$ cat config.mk
export PLATFORM = sky130hd
export DESIGN_NAME = seven_segment_display_formatter
export DESIGN_NICKNAME = d
export VERILOG_FILES = /design/src/hw/rtl/ssdf_pkg.sv /design/src/hw/rtl/ssdf_ram.sv /design/src/hw/rtl/ssdf_digits.sv /design/src/hw/rtl/ssdf_seq.sv /design/src/hw/rtl/seven_segment_display_formatter.sv
export SDC_FILE = /design/constraint.sdc
export NUM_CORES = 1
export LEC_CHECK = 0
export BUFFER_PORTS_ARGS = -buffer_cell sky130_fd_sc_hd__buf_2
export CAP_MARGIN = 15
export CORE_MARGIN = 5
export CORE_UTILIZATION = 30
export CTS_BUF_LIST = sky130_fd_sc_hd__clkbuf_4 sky130_fd_sc_hd__clkbuf_8
export DETAILED_ROUTE_END_ITERATION = 10
export HOLD_SLACK_MARGIN = 0.05
export MAX_ROUTING_LAYER = met4
export RECOVER_POWER = 50
export SLEW_MARGIN = 20
export SYNTH_ARGS = -nofsm -noshare
export SYNTH_HDL_FRONTEND = slang
export SYNTH_SLANG_ARGS = --single-unit
$ cat constraint.sdc
create_clock -name clk_i -period 10 [get_ports clk_i]
set_input_delay 2 -clock clk_i [delete_from_list [all_inputs] [get_ports clk_i]]
set_output_delay 2 -clock clk_i [all_outputs]
set_load 0.02 [all_outputs]
$ cat src/hw/rtl/ssdf_pkg.sv
// ----------------------------------------------------------------------------
// ssdf_pkg
// Shared types, field widths, operation codes and segment tables for the
// seven segment display formatter.
// ----------------------------------------------------------------------------
package ssdf_pkg;

  localparam int unsigned OP_W        = 2;
  localparam int unsigned POS_W       = 3;
  localparam int unsigned WID_W       = 3;
  localparam int unsigned VAL_W       = 14;
  localparam int unsigned WORD_W      = 11;
  localparam int unsigned ADDR_W      = 4;
  localparam int unsigned PHYS_W      = 3;
  localparam int unsigned LOG_W       = 4;
  localparam int unsigned REMAP_SLOTS = 7;
  localparam int unsigned REMAP_W     = REMAP_SLOTS * PHYS_W;
  localparam int unsigned BCD_W       = 4;
  localparam int unsigned NUM_DIGS    = 4;
  localparam int unsigned SLOT_W      = 2;
  localparam int unsigned CFG_IDX_W   = 1;
  localparam int unsigned CFG_DATA_W  = REMAP_W;
  localparam int unsigned S_DATA_W    = 24;
  localparam int unsigned M_DATA_W    = 16;

  // Configuration register indexes.
  localparam logic [CFG_IDX_W-1:0] CFG_BLANK = 1'b0;
  localparam logic [CFG_IDX_W-1:0] CFG_REMAP = 1'b1;

  localparam logic [REMAP_W-1:0] REMAP_RESET = 21'd273182;

  typedef enum logic [OP_W-1:0] {
    OP_NUMBER  = 2'd0,
    OP_RAW     = 2'd1,
    OP_DOT_ON  = 2'd2,
    OP_DOT_OFF = 2'd3
  } op_e;

  // Fields of one item that travel unchanged alongside the digit split.
  typedef struct packed {
    op_e               op;
    logic [POS_W-1:0]  pos;
    logic [WID_W-1:0]  wid;     // clamped to 1..4
    logic [WORD_W-1:0] word;    // raw segment word, dot index in the low bits
    logic              dot_ok;  // dot index is 0..7
  } ctl_t;

  typedef struct packed {
    ctl_t                           ctl;
    logic [NUM_DIGS-1:0][BCD_W-1:0] digs;  // decimal digits, units at index 0
  } item_t;

  function automatic logic [WORD_W-1:0] seg_font(input logic [BCD_W-1:0] d);
    logic [WORD_W-1:0] w;
    case (d)
      4'd0:    w = 11'h578;
      4'd1:    w = 11'h500;
      4'd2:    w = 11'h670;
      4'd3:    w = 11'h750;
      4'd4:    w = 11'h708;
      4'd5:    w = 11'h358;
      4'd6:    w = 11'h378;
      4'd7:    w = 11'h510;
      4'd8:    w = 11'h778;
      4'd9:    w = 11'h758;
      default: w = '0;
    endcase
    return w;
  endfunction

  function automatic logic [WORD_W-1:0] dot_bit(input logic [2:0] idx);
    logic [WORD_W-1:0] w;
    case (idx)
      3'd0:    w = 11'h010;
      3'd1:    w = 11'h400;
      3'd2:    w = 11'h100;
      3'd3:    w = 11'h040;
      3'd4:    w = 11'h020;
      3'd5:    w = 11'h008;
      3'd6:    w = 11'h200;
      default: w = 11'h080;
    endcase
    return w;
  endfunction

  // Physical digit of a logical position; positions past the table give 0
  // and are rejected by the caller.
  function automatic logic [PHYS_W-1:0] remap_phys(input logic [REMAP_W-1:0] remap,
                                                   input logic [LOG_W-1:0] lpos);
    logic [PHYS_W-1:0] res;
    res = '0;
    for (int k = 0; k < REMAP_SLOTS; k++) begin
      if (lpos == LOG_W'(k)) begin
        res = remap[PHYS_W*k +: PHYS_W];
      end
    end
    return res;
  endfunction

endpackage

$ cat src/hw/rtl/ssdf_ram.sv
// ----------------------------------------------------------------------------
// ssdf_ram
// Generic single write port, single read port RAM with a registered read.
// A read of the address written in the same cycle returns the old word.
// ----------------------------------------------------------------------------
module ssdf_ram #(
  parameter int unsigned WIDTH = 8,
  parameter int unsigned DEPTH = 16
) (
  input  logic                                   clk_i,
  input  logic                                   we_i,
  input  logic [((DEPTH > 1) ? $clog2(DEPTH) : 1)-1:0] waddr_i,
  input  logic [WIDTH-1:0]                       wdata_i,
  input  logic                                   re_i,
  input  logic [((DEPTH > 1) ? $clog2(DEPTH) : 1)-1:0] raddr_i,
  output logic [WIDTH-1:0]                       rdata_o
);

  logic [WIDTH-1:0] mem_q [DEPTH];

  always_ff @(posedge clk_i) begin
    if (we_i) begin
      mem_q[waddr_i] <= wdata_i;
    end
    if (re_i) begin
      rdata_o <= mem_q[raddr_i];
    end
  end

endmodule

$ cat src/hw/rtl/ssdf_digits.sv
// ----------------------------------------------------------------------------
// ssdf_digits
// Input pipeline: decodes the incoming transaction and splits the value into
// four decimal digits by reciprocal multiplication, at most two multiplies per stage.
// ----------------------------------------------------------------------------
module ssdf_digits
  import ssdf_pkg::*;
(
  input  logic                clk_i,
  input  logic                rst_ni,
  input  logic                in_valid_i,
  output logic                in_ready_o,
  input  logic [S_DATA_W-1:0] in_data_i,
  output logic                item_valid_o,
  input  logic                item_ready_i,
  output item_t               item_o
);

  logic              en;
  logic [5:0]        vld_q;

  ctl_t              ctl1_q, ctl2_q, ctl3_q, ctl4_q, ctl5_q;
  logic [VAL_W-1:0]  r1_q, r2_q;
  logic [BCD_W-1:0]  q3_q, d3a_q, d3b_q, d3c_q;
  logic [9:0]        r3a_q, r3b_q;
  logic [BCD_W-1:0]  q2_q, d2_q;
  logic [6:0]        r2x_q;
  item_t             item_q;

  logic [OP_W-1:0]   in_op;
  logic [POS_W-1:0]  in_pos;
  logic [WID_W-1:0]  in_wid;
  logic [VAL_W-1:0]  in_val;
  ctl_t              ctl_in;
  logic [VAL_W-1:0]  r_in;

  logic [24:0]       prod3;
  logic [VAL_W-1:0]  rem3;
  logic [19:0]       prod2;
  logic [9:0]        rem2;
  logic [14:0]       prod1;
  logic [BCD_W-1:0]  q1;
  logic [6:0]        d0;

  assign en           = !vld_q[5] || item_ready_i;
  assign in_ready_o   = en;
  assign item_valid_o = vld_q[5];
  assign item_o       = item_q;

  always_comb begin
    in_op  = in_data_i[1:0];
    in_pos = in_data_i[4:2];
    in_wid = in_data_i[7:5];
    in_val = in_data_i[21:8];

    ctl_in.op     = op_e'(in_op);
    ctl_in.pos    = in_pos;
    ctl_in.wid    = (in_wid == 3'd0) ? 3'd1 : ((in_wid > 3'd4) ? 3'd4 : in_wid);
    ctl_in.word   = in_val[WORD_W-1:0];
    ctl_in.dot_ok = (in_val[VAL_W-1:3] == '0);

    // Only the low four digits matter, so drop the ten-thousands.
    r_in = (in_val >= 14'd10000) ? (in_val - 14'd10000) : in_val;

    // Thousands: estimate never exceeds the true quotient by design. The
    // estimate is taken from stage one so that it lines up with r2_q.
    prod3 = 25'(r1_q) * 25'd1048;
    rem3  = r2_q - (14'(q3_q) * 14'd1000);

    // Hundreds.
    prod2 = 20'(r3a_q) * 20'd655;
    rem2  = r3b_q - (10'(q2_q) * 10'd100);

    // Tens and units; exact for values below one hundred.
    prod1 = 15'(r2x_q) * 15'd205;
    q1    = prod1[14:11];
    d0    = r2x_q - (7'(q1) * 7'd10);
  end

  always_ff @(posedge clk_i or negedge rst_ni) begin
    if (!rst_ni) begin
      vld_q <= '0;
    end else if (en) begin
      vld_q <= {vld_q[4:0], in_valid_i};
    end
  end

  always_ff @(posedge clk_i) begin
    if (en) begin
      ctl1_q <= ctl_in;
      r1_q   <= r_in;

      ctl2_q <= ctl1_q;
      r2_q   <= r1_q;
      q3_q   <= prod3[23:20];

      ctl3_q <= ctl2_q;
      if (rem3 >= 14'd1000) begin
        d3a_q <= q3_q + 4'd1;
        r3a_q <= 10'(rem3 - 14'd1000);
      end else begin
        d3a_q <= q3_q;
        r3a_q <= 10'(rem3);
      end

      ctl4_q <= ctl3_q;
      d3b_q  <= d3a_q;
      r3b_q  <= r3a_q;
      q2_q   <= prod2[19:16];

      ctl5_q <= ctl4_q;
      d3c_q  <= d3b_q;
      if (rem2 >= 10'd100) begin
        d2_q  <= q2_q + 4'd1;
        r2x_q <= 7'(rem2 - 10'd100);
      end else begin
        d2_q  <= q2_q;
        r2x_q <= 7'(rem2);
      end

      item_q.ctl  <= ctl5_q;
      item_q.digs <= {d3c_q, d2_q, q1, d0[BCD_W-1:0]};
    end
  end

endmodule

$ cat src/hw/rtl/ssdf_seq.sv
// ----------------------------------------------------------------------------
// ssdf_seq
// Write sequencer: walks the digit slots of one item, keeps the shadow words
// in a RAM (read, modify, write back for dot updates) and holds the output.
// ----------------------------------------------------------------------------
module ssdf_seq
  import ssdf_pkg::*;
#(
  parameter int unsigned DIGITS = 7
) (
  input  logic                clk_i,
  input  logic                rst_ni,
  input  logic                item_valid_i,
  input  item_t               item_i,
  output logic                item_ready_o,
  input  logic                blz_i,
  input  logic [REMAP_W-1:0]  remap_i,
  output logic                m_axis_tvalid,
  input  logic                m_axis_tready,
  output logic [M_DATA_W-1:0] m_axis_tdata,
  output logic                m_axis_tlast
);

  localparam int unsigned AW       = (DIGITS > 1) ? $clog2(DIGITS) : 1;
  localparam logic [LOG_W-1:0] DIGITS_L = LOG_W'(DIGITS);

  // Issue stage.
  logic                                 iss_valid_q;
  item_t                                item_q;
  logic [SLOT_W-1:0]                    slot_q;
  logic                                 blank_q;

  logic [NUM_DIGS-1:0][PHYS_W-1:0]      slot_phys;
  logic [NUM_DIGS-1:0]                  slot_ok;
  logic [NUM_DIGS-1:0]                  lower_mask;
  logic [LOG_W-1:0]                     lpos;
  logic                                 in_map;
  logic                                 cur_ok;
  logic [PHYS_W-1:0]                    cur_phys;
  logic [BCD_W-1:0]                     cur_dig;
  logic                                 is_blank;
  logic                                 rmw;
  logic [WORD_W-1:0]                    cur_word;
  logic                                 cur_last;
  logic                                 step, done, take, send;

  // Write stage.
  logic                                 w_valid_q;
  logic [PHYS_W-1:0]                    w_phys_q;
  logic [WORD_W-1:0]                    w_word_q;
  logic                                 w_rmw_q;
  logic                                 w_set_q;
  logic [WORD_W-1:0]                    w_mask_q;
  logic                                 w_last_q;
  logic                                 w_fire, w_free;
  logic [WORD_W-1:0]                    w_base;
  logic [WORD_W-1:0]                    w_final;

  // Shadow bookkeeping.
  logic [DIGITS-1:0]                    written_q;
  logic                                 rd_written_q;
  logic                                 fwd_hit_q;
  logic [WORD_W-1:0]                    fwd_word_q;
  logic [WORD_W-1:0]                    rdata;

  // Output register.
  logic                                 out_valid_q;
  logic [ADDR_W-1:0]                    out_addr_q;
  logic [WORD_W-1:0]                    out_word_q;
  logic                                 out_last_q;
  logic                                 out_free;

  always_comb begin
    for (int j = 0; j < NUM_DIGS; j++) begin
      lpos         = LOG_W'(item_q.ctl.pos) + LOG_W'(j);
      slot_phys[j] = remap_phys(remap_i, lpos);
      in_map       = (lpos < LOG_W'(REMAP_SLOTS)) && (lpos < DIGITS_L) &&
                     ({1'b0, slot_phys[j]} < DIGITS_L);
      if (item_q.ctl.op == OP_NUMBER) begin
        slot_ok[j] = in_map && (WID_W'(j) < item_q.ctl.wid);
      end else begin
        slot_ok[j] = (j == 0) && in_map &&
                     ((item_q.ctl.op == OP_RAW) || item_q.ctl.dot_ok);
      end
    end

    lower_mask = (NUM_DIGS'(1) << slot_q) - NUM_DIGS'(1);
    cur_ok     = slot_ok[slot_q];
    cur_phys   = slot_phys[slot_q];
    cur_dig    = item_q.digs[slot_q];
    cur_last   = ((slot_ok & lower_mask) == '0);
    is_blank   = (slot_q != '0) && blank_q && (cur_dig == '0);
    rmw        = (item_q.ctl.op == OP_DOT_ON) || (item_q.ctl.op == OP_DOT_OFF);

    case (item_q.ctl.op)
      OP_NUMBER: cur_word = is_blank ? '0 : seg_font(cur_dig);
      OP_RAW:    cur_word = item_q.ctl.word;
      default:   cur_word = '0;
    endcase

    out_free = !out_valid_q || m_axis_tready;
    w_fire   = w_valid_q && out_free;
    w_free   = !w_valid_q || w_fire;

    step = iss_valid_q && (!cur_ok || w_free);
    done = step && (slot_q == '0);
    send = step && cur_ok;
    take = !iss_valid_q || done;

    // Newest value of the entry: a write that went in while the read was
    // issued wins over the RAM, and an entry never written reads as blank.
    if (fwd_hit_q) begin
      w_base = fwd_word_q;
    end else if (rd_written_q) begin
      w_base = rdata;
    end else begin
      w_base = '0;
    end

    if (!w_rmw_q) begin
      w_final = w_word_q;
    end else if (w_set_q) begin
      w_final = w_base | w_mask_q;
    end else begin
      w_final = w_base & ~w_mask_q;
    end
  end

  assign item_ready_o  = take;
  assign m_axis_tvalid = out_valid_q;
  assign m_axis_tdata  = {1'b0, out_word_q, out_addr_q};
  assign m_axis_tlast  = out_last_q;

  ssdf_ram #(
    .WIDTH (WORD_W),
    .DEPTH (DIGITS)
  ) u_shadow (
    .clk_i   (clk_i),
    .we_i    (w_fire),
    .waddr_i (w_phys_q[AW-1:0]),
    .wdata_i (w_final),
    .re_i    (send),
    .raddr_i (cur_phys[AW-1:0]),
    .rdata_o (rdata)
  );

  always_ff @(posedge clk_i or negedge rst_ni) begin
    if (!rst_ni) begin
      iss_valid_q <= 1'b0;
      w_valid_q   <= 1'b0;
      out_valid_q <= 1'b0;
      written_q   <= '0;
    end else begin
      if (take) begin
        iss_valid_q <= item_valid_i;
      end
      if (send) begin
        w_valid_q <= 1'b1;
      end else if (w_fire) begin
        w_valid_q <= 1'b0;
      end
      if (w_fire) begin
        out_valid_q                  <= 1'b1;
        written_q[w_phys_q[AW-1:0]]  <= 1'b1;
      end else if (m_axis_tready) begin
        out_valid_q <= 1'b0;
      end
    end
  end

  always_ff @(posedge clk_i) begin
    if (take) begin
      item_q  <= item_i;
      slot_q  <= (item_i.ctl.op == OP_NUMBER) ? SLOT_W'(item_i.ctl.wid - 3'd1) : '0;
      blank_q <= (item_i.ctl.wid >= 3'd3) && blz_i;
    end else if (step) begin
      slot_q  <= slot_q - SLOT_W'(1);
      blank_q <= is_blank;
    end

    if (send) begin
      w_phys_q     <= cur_phys;
      w_word_q     <= cur_word;
      w_rmw_q      <= rmw;
      w_set_q      <= (item_q.ctl.op == OP_DOT_ON);
      w_mask_q     <= dot_bit(item_q.ctl.word[2:0]);
      w_last_q     <= cur_last;
      fwd_hit_q    <= w_fire && (w_phys_q == cur_phys);
      fwd_word_q   <= w_final;
      rd_written_q <= written_q[cur_phys[AW-1:0]];
    end

    if (w_fire) begin
      out_addr_q <= {w_phys_q, 1'b0};
      out_word_q <= w_final;
      out_last_q <= w_last_q;
    end
  end

endmodule

$ cat src/hw/rtl/seven_segment_display_formatter.sv
// ----------------------------------------------------------------------------
// seven_segment_display_formatter
// Turns display commands into display RAM writes for a multi-digit LED panel.
// ----------------------------------------------------------------------------
// Each input transaction carries one command: show a decimal number of one to
// four digits, write a raw segment word, or set or clear one dot segment. Every
// digit that is written leaves as one output transaction with the display RAM
// address (physical digit times two) and the segment word, and tlast marks the
// final write of a command. Numbers are written most significant digit first,
// are reduced modulo ten to the width, and, when leading zero blanking is on,
// three and four digit numbers show blanks instead of leading zeros (the units
// digit always shows). Logical positions pass through the remap register to
// physical digits; writes that land past the last logical or physical digit are
// dropped, and a command whose writes are all dropped produces no output. A
// copy of every digit's word is kept in a small RAM so that dot commands can
// read, modify and write back the current word; the copy reads as blank after
// reset. A number command holds the write sequencer for all its digit slots,
// every other command for its single slot. A new transaction is accepted in
// the cycle in which the previous one leaves the sequencer, so a stream of
// one-digit commands runs at one per cycle while the output takes each write.
// A command passes the digit split pipeline, the sequencer's issue stage, the
// write stage and the output register. Configuration must be written only
// while idle; the block itself does not enforce this.
// ----------------------------------------------------------------------------
module seven_segment_display_formatter
  import ssdf_pkg::*;
#(
  parameter int unsigned DIGITS = 7
) (
  input  logic                  clk_i,
  input  logic                  rst_ni,
  // Input command stream.
  input  logic                  s_axis_tvalid,
  output logic                  s_axis_tready,
  // Fields from bit 0: op[1:0], position[4:2], width[7:5], value[21:8].
  input  logic [S_DATA_W-1:0]   s_axis_tdata,
  // Display write stream.
  output logic                  m_axis_tvalid,
  input  logic                  m_axis_tready,
  // Fields from bit 0: ram_address[3:0], segment_word[14:4].
  output logic [M_DATA_W-1:0]   m_axis_tdata,
  output logic                  m_axis_tlast,
  // Configuration write port.
  input  logic                  cfg_we_i,
  input  logic [CFG_IDX_W-1:0]  cfg_index_i,
  input  logic [CFG_DATA_W-1:0] cfg_data_i
);

  // Configuration registers.
  logic               blz_q;
  logic [REMAP_W-1:0] remap_q;

  // Hand-off from the digit split to the sequencer.
  logic  item_valid;
  logic  item_ready;
  item_t item;

  // Register writes take effect at once. The user must make them only while idle; the block does not enforce this.
  always_ff @(posedge clk_i or negedge rst_ni) begin
    if (!rst_ni) begin
      blz_q   <= 1'b0;
      remap_q <= REMAP_RESET;
    end else if (cfg_we_i) begin
      unique case (cfg_index_i)
        CFG_BLANK: blz_q   <= cfg_data_i[0];
        CFG_REMAP: remap_q <= cfg_data_i[REMAP_W-1:0];
        default:   ;
      endcase
    end
  end

  // Decode and split the number into decimal digits.
  ssdf_digits u_digits (
    .clk_i        (clk_i),
    .rst_ni       (rst_ni),
    .in_valid_i   (s_axis_tvalid),
    .in_ready_o   (s_axis_tready),
    .in_data_i    (s_axis_tdata),
    .item_valid_o (item_valid),
    .item_ready_i (item_ready),
    .item_o       (item)
  );

  // Walk the digit slots, update the shadow words and drive the writes.
  ssdf_seq #(
    .DIGITS (DIGITS)
  ) u_seq (
    .clk_i         (clk_i),
    .rst_ni        (rst_ni),
    .item_valid_i  (item_valid),
    .item_i        (item),
    .item_ready_o  (item_ready),
    .blz_i         (blz_q),
    .remap_i       (remap_q),
    .m_axis_tvalid (m_axis_tvalid),
    .m_axis_tready (m_axis_tready),
    .m_axis_tdata  (m_axis_tdata),
    .m_axis_tlast  (m_axis_tlast)
  );

endmodule
; Word level (Yosys, flattened, before mapping)
; Memory sizes are Yosys's and may differ from the RTL's. A register that Yosys moved wholly into a read port is not among the register bits.
; Cells that the tools add are included.
[totals]
output_inout_bits = 19
rom_bits = 112
mem_bits_rw = 77
mem_count = 2
regBits = 348
[classes]
n_mul = 6
magnitude_cmp = 21
mux = 66
shift = 1
eq_ne = 34
bitwise = 6
n_addsub = 14
reduce_logical = 49
[memory_table]
columns = memory, words, word_bits, rd, rd_clocked_by_memory_dff, write_ports, line
row1 = (no name shown), 16, 7, 1, 0, 0, ssdf_pkg.sv:55  ; case (d)
row2 = u_seq.u_shadow.mem_q, 7, 11, 1, 1, 1, ssdf_ram.sv:19  ; logic [WIDTH-1:0] mem_q [DEPTH];
[ops]
columns = operator, n
row1 = $mux 3, 30
row2 = $pmux 11 s7, 1
row3 = $mux 11, 5
row4 = $eq 4x3->1 const B, 9
row5 = $eq 4x2->1 const B, 6
row6 = $logic_not 4->1, 6
row7 = $pmux 11 s2, 1
row8 = $mul 14x8->21 const B, 1
row9 = $mul 10x10->20 const B, 1
row10 = $eq 3x3->1 const B, 6
row11 = $logic_and 1x1->1, 18
row12 = $lt 3x3->1 const B, 5
row13 = $mul 7x8->15 const B, 1
row14 = $mux 1, 15
row15 = $ge 14x10->1 const B, 1
row16 = $ge 14x14->1 const B, 1
row17 = $mux 14, 1
row18 = $sub 14x14->14, 1
row19 = $sub 14x14->14 const B, 1
row20 = $eq 3x2->1 const B, 4
row21 = $eq 4x1->1 const B, 3
row22 = $lt 4x3->1 const B, 3
row23 = $mux 4, 3
row24 = $and 11x11->11, 1
row25 = other kinds (46), 73

; Depth between registers and ports, before layout
[depth]
ltp_word = 21
mapped_depth = 19
depth_no_buf = 18

; By module
; From an unflattened synthesis, not the netlist that was laid out.
[unflattened]
cells_unflattened = 1552
area_unflattened_um2 = 21793.4
[modules_own_cells]
columns = mod, instances, cells_per_inst, area_each_um2
row1 = ssdf_digits, 1, 856, 11816.3
row2 = ssdf_seq, 1, 471, 5535.3
row3 = ssdf_ram, 1, 177, 3522.1
row4 = seven_segment_display_formatter, 1, 48, 919.6

; Worst setup path after synthesis
; No wires, ideal clock.
[synth_timing]
kind = flip-flop to output port
start = reg u_seq.item_q[33] (netlist bit)
end = out s_axis_tready
arrival_time_ps = 6657
n_path_buf = 1
stages_incl_launch_ff = 11
slack_ps = 1343
required_time_ps = 8000
cell_sequence = edfxtp_1 > buf_2 > inv_1 > ha_1 > or3b_2 > o311ai_1 > o32ai_1 > o311a_1 > nor3_1 > o31ai_4 > inv_1
[synth_via]
elab_chain_cells = 21
word_cells_on_any_way = 88
cone_classes = add/sub (3) / order compare (8) / eq/ne (24) / mux (34) / reduce/logical (19)
[synth_lines]
columns = item, line
row1 = "start, declared", ssdf_seq.sv:29  ; item_t item_q;
row2 = "start signal, assigned", ssdf_seq.sv:173  ; item_q <= item_i;
row3 = $add 3x1->4 or $add 3x2->4 (tied branches), ssdf_seq.sv:75  ; lpos = LOG_W'(item_q.ctl.pos) + LOG_W'(j);
row4 = $logic_not 4->1, ssdf_pkg.sv:93  ; if (lpos == LOG_W'(k)) begin
row5 = $mux 3 (7 in a row), ssdf_pkg.sv:93
row6 = $lt 3x3->1, ssdf_seq.sv:78  ; ({1'b0, slot_phys[j]} < DIGITS_L);
row7 = $logic_and 1x1->1, ssdf_seq.sv:77  ; in_map = (lpos < LOG_W'(REMAP_SLOTS)) && (lpos < DIGITS_L) &&
row8 = $logic_and 1x1->1, ssdf_seq.sv:80  ; slot_ok[j] = in_map && (WID_W'(j) < item_q.ctl.wid);
row9 = $mux 1, ssdf_seq.sv:79  ; if (item_q.ctl.op == OP_NUMBER) begin
row10 = $bmux 1 s2 *, ssdf_seq.sv:88  ; cur_ok = slot_ok[slot_q];
row11 = $mux 1 (implied by the code) *, ssdf_seq.sv:88
row12 = $logic_not 1->1 *, ssdf_seq.sv:105  ; step = iss_valid_q && (!cur_ok || w_free);
row13 = $logic_or 1x1->1 *, ssdf_seq.sv:105
row14 = $logic_and 1x1->1 *, ssdf_seq.sv:105
row15 = $logic_and 1x1->1 *, ssdf_seq.sv:106  ; done = step && (slot_q == '0);
row16 = $logic_or 1x1->1 *, ssdf_seq.sv:108  ; take = !iss_valid_q || done;
row17 = $logic_or 1x1->1 *, ssdf_digits.sv:45  ; assign en = !vld_q[5] || item_ready_i;
row18 = "end, declared", seven_segment_display_formatter.sv:34  ; output logic s_axis_tready,
; Every way passes the cells marked *; elsewhere a longest branch is shown, timed or not. The select of a mux whose other input is x is not followed.

; Final worst setup path
[layout_timing]
start = reg u_seq.item_q[31] (netlist bit)
end = out s_axis_tready
; Same word-level chain as after synthesis.

==> results.py <==
metrics = {
    "routing": {
        "routedWlPerCell_um": 15.45,
        "drtAntennaViolNets": 0,
        "vias_per_cell": 4.595,
        "drt_wl_total_um": 41550,
        "drc": 0,
        "vias": 12360,
        "drt_iter0_markers": 544,
        "firstDrtPassIters": 4,
    },
    "synthesis": {
        "ys_types": 86,
        "synth_async_sr_flop_share_pct": 9.157,
        "ys.flop_type": "edfxtp_1",
        "postSynthRegisterBits": 415,
        "syn_area_sq_um": 21530,
        "ys_seq_area_share_pct": 57.05,
        "ys_top_cells_by_count": "edfxtp_1, ha_1, inv_1, nand2_1, nor2_1",
        "postSynthAreaPerCell_sq_um": 13.77,
        "yosysTopAreaCell": "edfxtp_1",
        "synth.most_common_cell": "edfxtp_1",
        "yosys-top-cells-area": "edfxtp_1, ha_1, fa_1",
        "synthCells": 1564,
        "synth_edf_count": 377,
        "yosysWarnings": 0,
        "synth.top_cell.area_share_pct": 52.58,
    },
    "floorplan": {
        "die-area_sq_um": 77230,
        "die_w_um": 277.9,
        "io_pins": 70,
        "start_util_pct": 30.17,
        "core_sq_um": 71360,
        "core.rowCount": 98,
        "die_h_um": 277.9,
    },
    "place": {
        "numPortBuffers": 65,
        "dp_hpwl_um": 29020,
        "gp_congestion": 0.8271,
    },
    "clock_tree": {
        "numClockSinks": 415,
        "cts_setup_buffers": 0,
        "clockBufferDepth": 3,
        "htreeDepth": 3,
        "cts.clk_slew.worst_paths_ps": 60,
        "clock_latency_ps": 670,
        "ctsRootBufferMaster": "clkbuf_8",
        "cts_tree": "built",
        "postCtsHoldBufs": 0,
        "cts_buffers": 73,
        "cts_resized": 0,
    },
    "timing": {
        "setup_tns_ps": 0,
        "fmax_ghz": 0.1426,
        "slew_violations": 52,
        "clock_skew_ps": 51.33,
        "setup_viol": 0,
        "rsz0062_at_grt": "no",
        "timing.slew.headroom_pct": -98.06,
        "period_needed_ps": 7011,
        "tightest_slew_ps": 2944,
        "hold_viol_final": 0,
        "fin_crit_sh_pct": 70.11,
    },
    "status": {
        "violations": "max-capacitance violations, max-slew violations",
        "status": "finished with violations",
    },
    "final_layout": {
        "fin_nets": 1987,
        "fillers": 7014,
        "drive_gt1_share_pct": 14.85,
        "area_growth_pct": 13.30,
    },
    "setup_path": {
        "worstSetupPathType": "reg2out",
        "end_kind": "output pin",
        "cp_num_buf_inv": 3,
        "critPathTopFamily": "compound AO/OA/AOI/OAI gates",
        "path_common_cell": "nand4_1",
        "cpMaxStageDelayCell": "a2111oi_0",
        "start_kind": "flop",
        "max_stage_delay_ps": 1060,
        "required_ps": 8000,
        "cp_max_fo": 64,
        "crit_chain": "buf_4 > nor2_1 > ha_1 > nand2_1 > o21ai_1 > o311ai_0 > a2111oi_0 > nand4_1 > nand4_1 > o31ai_4 > inv_8 > buf_2",
        "crit_arrival_ps": 5010,
    },
    "grt": {
        "grt.total_usage_pct": 11.04,
        "grt_overflow": 0,
        "antenna_found_initial": 2,
        "grt_pass1_wl_um": 67700,
        "grt_max_degree": 82,
        "grt_pass1_vias": 12780,
    },
    "hold_path": {
        "worstHoldPathType": "reg2reg",
    },
    "run": {
        "maxCapViolCount": 2,
    },
}
## cells in the final DEF, fill, tap and decap left out, types with 17 or more instances in the layout
master	count
ha_1	208
inv_1	163
dfrtp_1	29
edfxtp_1	377
clkinv_1	17
nor3_1	18
xor2_1	20
nor2_1	65
clkbuf_8	77
mux2_2	24
nand2_1	66
xnor2_1	43
buf_2	53
a21oi_1	49
a21o_1	32
fa_1	49
mux2i_1	43
o21ai_0	45
## cell type report
cell class	instances	area, sq um	area share, %
Antenna cell	2	5.005	0.02052
Clock buffer	93	1180	4.837
Clock inverter	40	260.3	1.067
Inverter	165	626.9	2.570
Multi-Input combinational cell	945	8443	34.61
Sequential cell	415	12280	50.35
Tap cell	950	1189	4.873
Timing Repair Buffer	79	407.9	1.672
## flip-flops by register name, indices dropped and copies added (netlist names), 16 cells and up
| name | flops |
|---|---|
| u_digits.ctl1_q | 16 |
| u_seq.item_q | 35 |
| remap_q | 21 |
| u_digits.item_o | 35 |
| u_digits.ctl2_q | 16 |
| u_digits.ctl4_q | 17 |
| u_digits.ctl3_q | 17 |
| u_seq.u_shadow.mem_q | 77 |
| u_digits.ctl5_q | 18 |
## per-layer routing
layer / wire length, um / GRT usage [%] / share of wire, %
met1: 18290 / 13.49 / 44
met2: 20310 / 18.14 / 49
met3: 1859 / 2.685 / 4.5
met4: 1092 / 3.525 / 2.6
met5: 0 / - / 0
## path summary, 6_finish.rpt
path / from / end / slack (ps) / depth (start not counted)
min in group asynchronous: rst_ni / remap_q[16]$_DFFE_PN0P_ / 1970 / 1
worst min-delay path: u_digits.ctl3_q[16]$_DFFE_PP_ / u_digits.ctl4_q[16]$_DFFE_PP_ / 380 / 0
max in group asynchronous: rst_ni / u_digits.vld_q[5]$_DFFE_PN0P_ / 6780 / 1
worst min register to register: u_digits.ctl3_q[16]$_DFFE_PP_ / u_digits.ctl4_q[16]$_DFFE_PP_ / 380 / 0
worst max register to register: u_seq.item_q[31]$_DFFE_PN_ / u_digits.r1_q[4]$_DFFE_PP_ / 4660 / 12
worst max-delay path: u_seq.item_q[31]$_DFFE_PN_ / s_axis_tready / 2990 / 12
## stage by stage
| step | setup WS [ps] | cell area [sq um] | std cells | hold slack, ps | utilization (%) |
|---|---|---|---|---|---|
| floorplan | 1343 | 21540 | 1565 | 400.3 | - |
| global placement | 3752 | 22990 | 2554 | 400.1 | 32.21 |
| detailed placement | 3803 | 22990 | 2554 | 404.5 | 32.21 |
| CTS | 3003 | 24430 | 2687 | 383.3 | 34.23 |
| global route | 2644 | 24390 | 2689 | 402.0 | 34.18 |
| finish | 2989 | 24390 | 2689 | 384.3 | 34.18 |
## logic make-up (layout without fill, tap and decap cells)
family / count (synthesis) / count (layout) / synth area share (%)
flip-flops: 415 / 415 / 57.05
AND/OR/NAND/NOR: 277 / 277 / 6.718
adder cells (fa/ha/maj): 257 / 257 / 16.64
AO/OA/AOI/OAI: 254 / 254 / 8.153
buffers and inverters: 205 / 377 / 3.864
multiplexers: 92 / 92 / 4.997
XOR/XNOR: 63 / 63 / 2.563
other: 1 / 4 / 0.01742
Power is left out: the tool's default activity adds up to more than one toggle a clock period on the data nets, which glitch-free logic cannot reach.
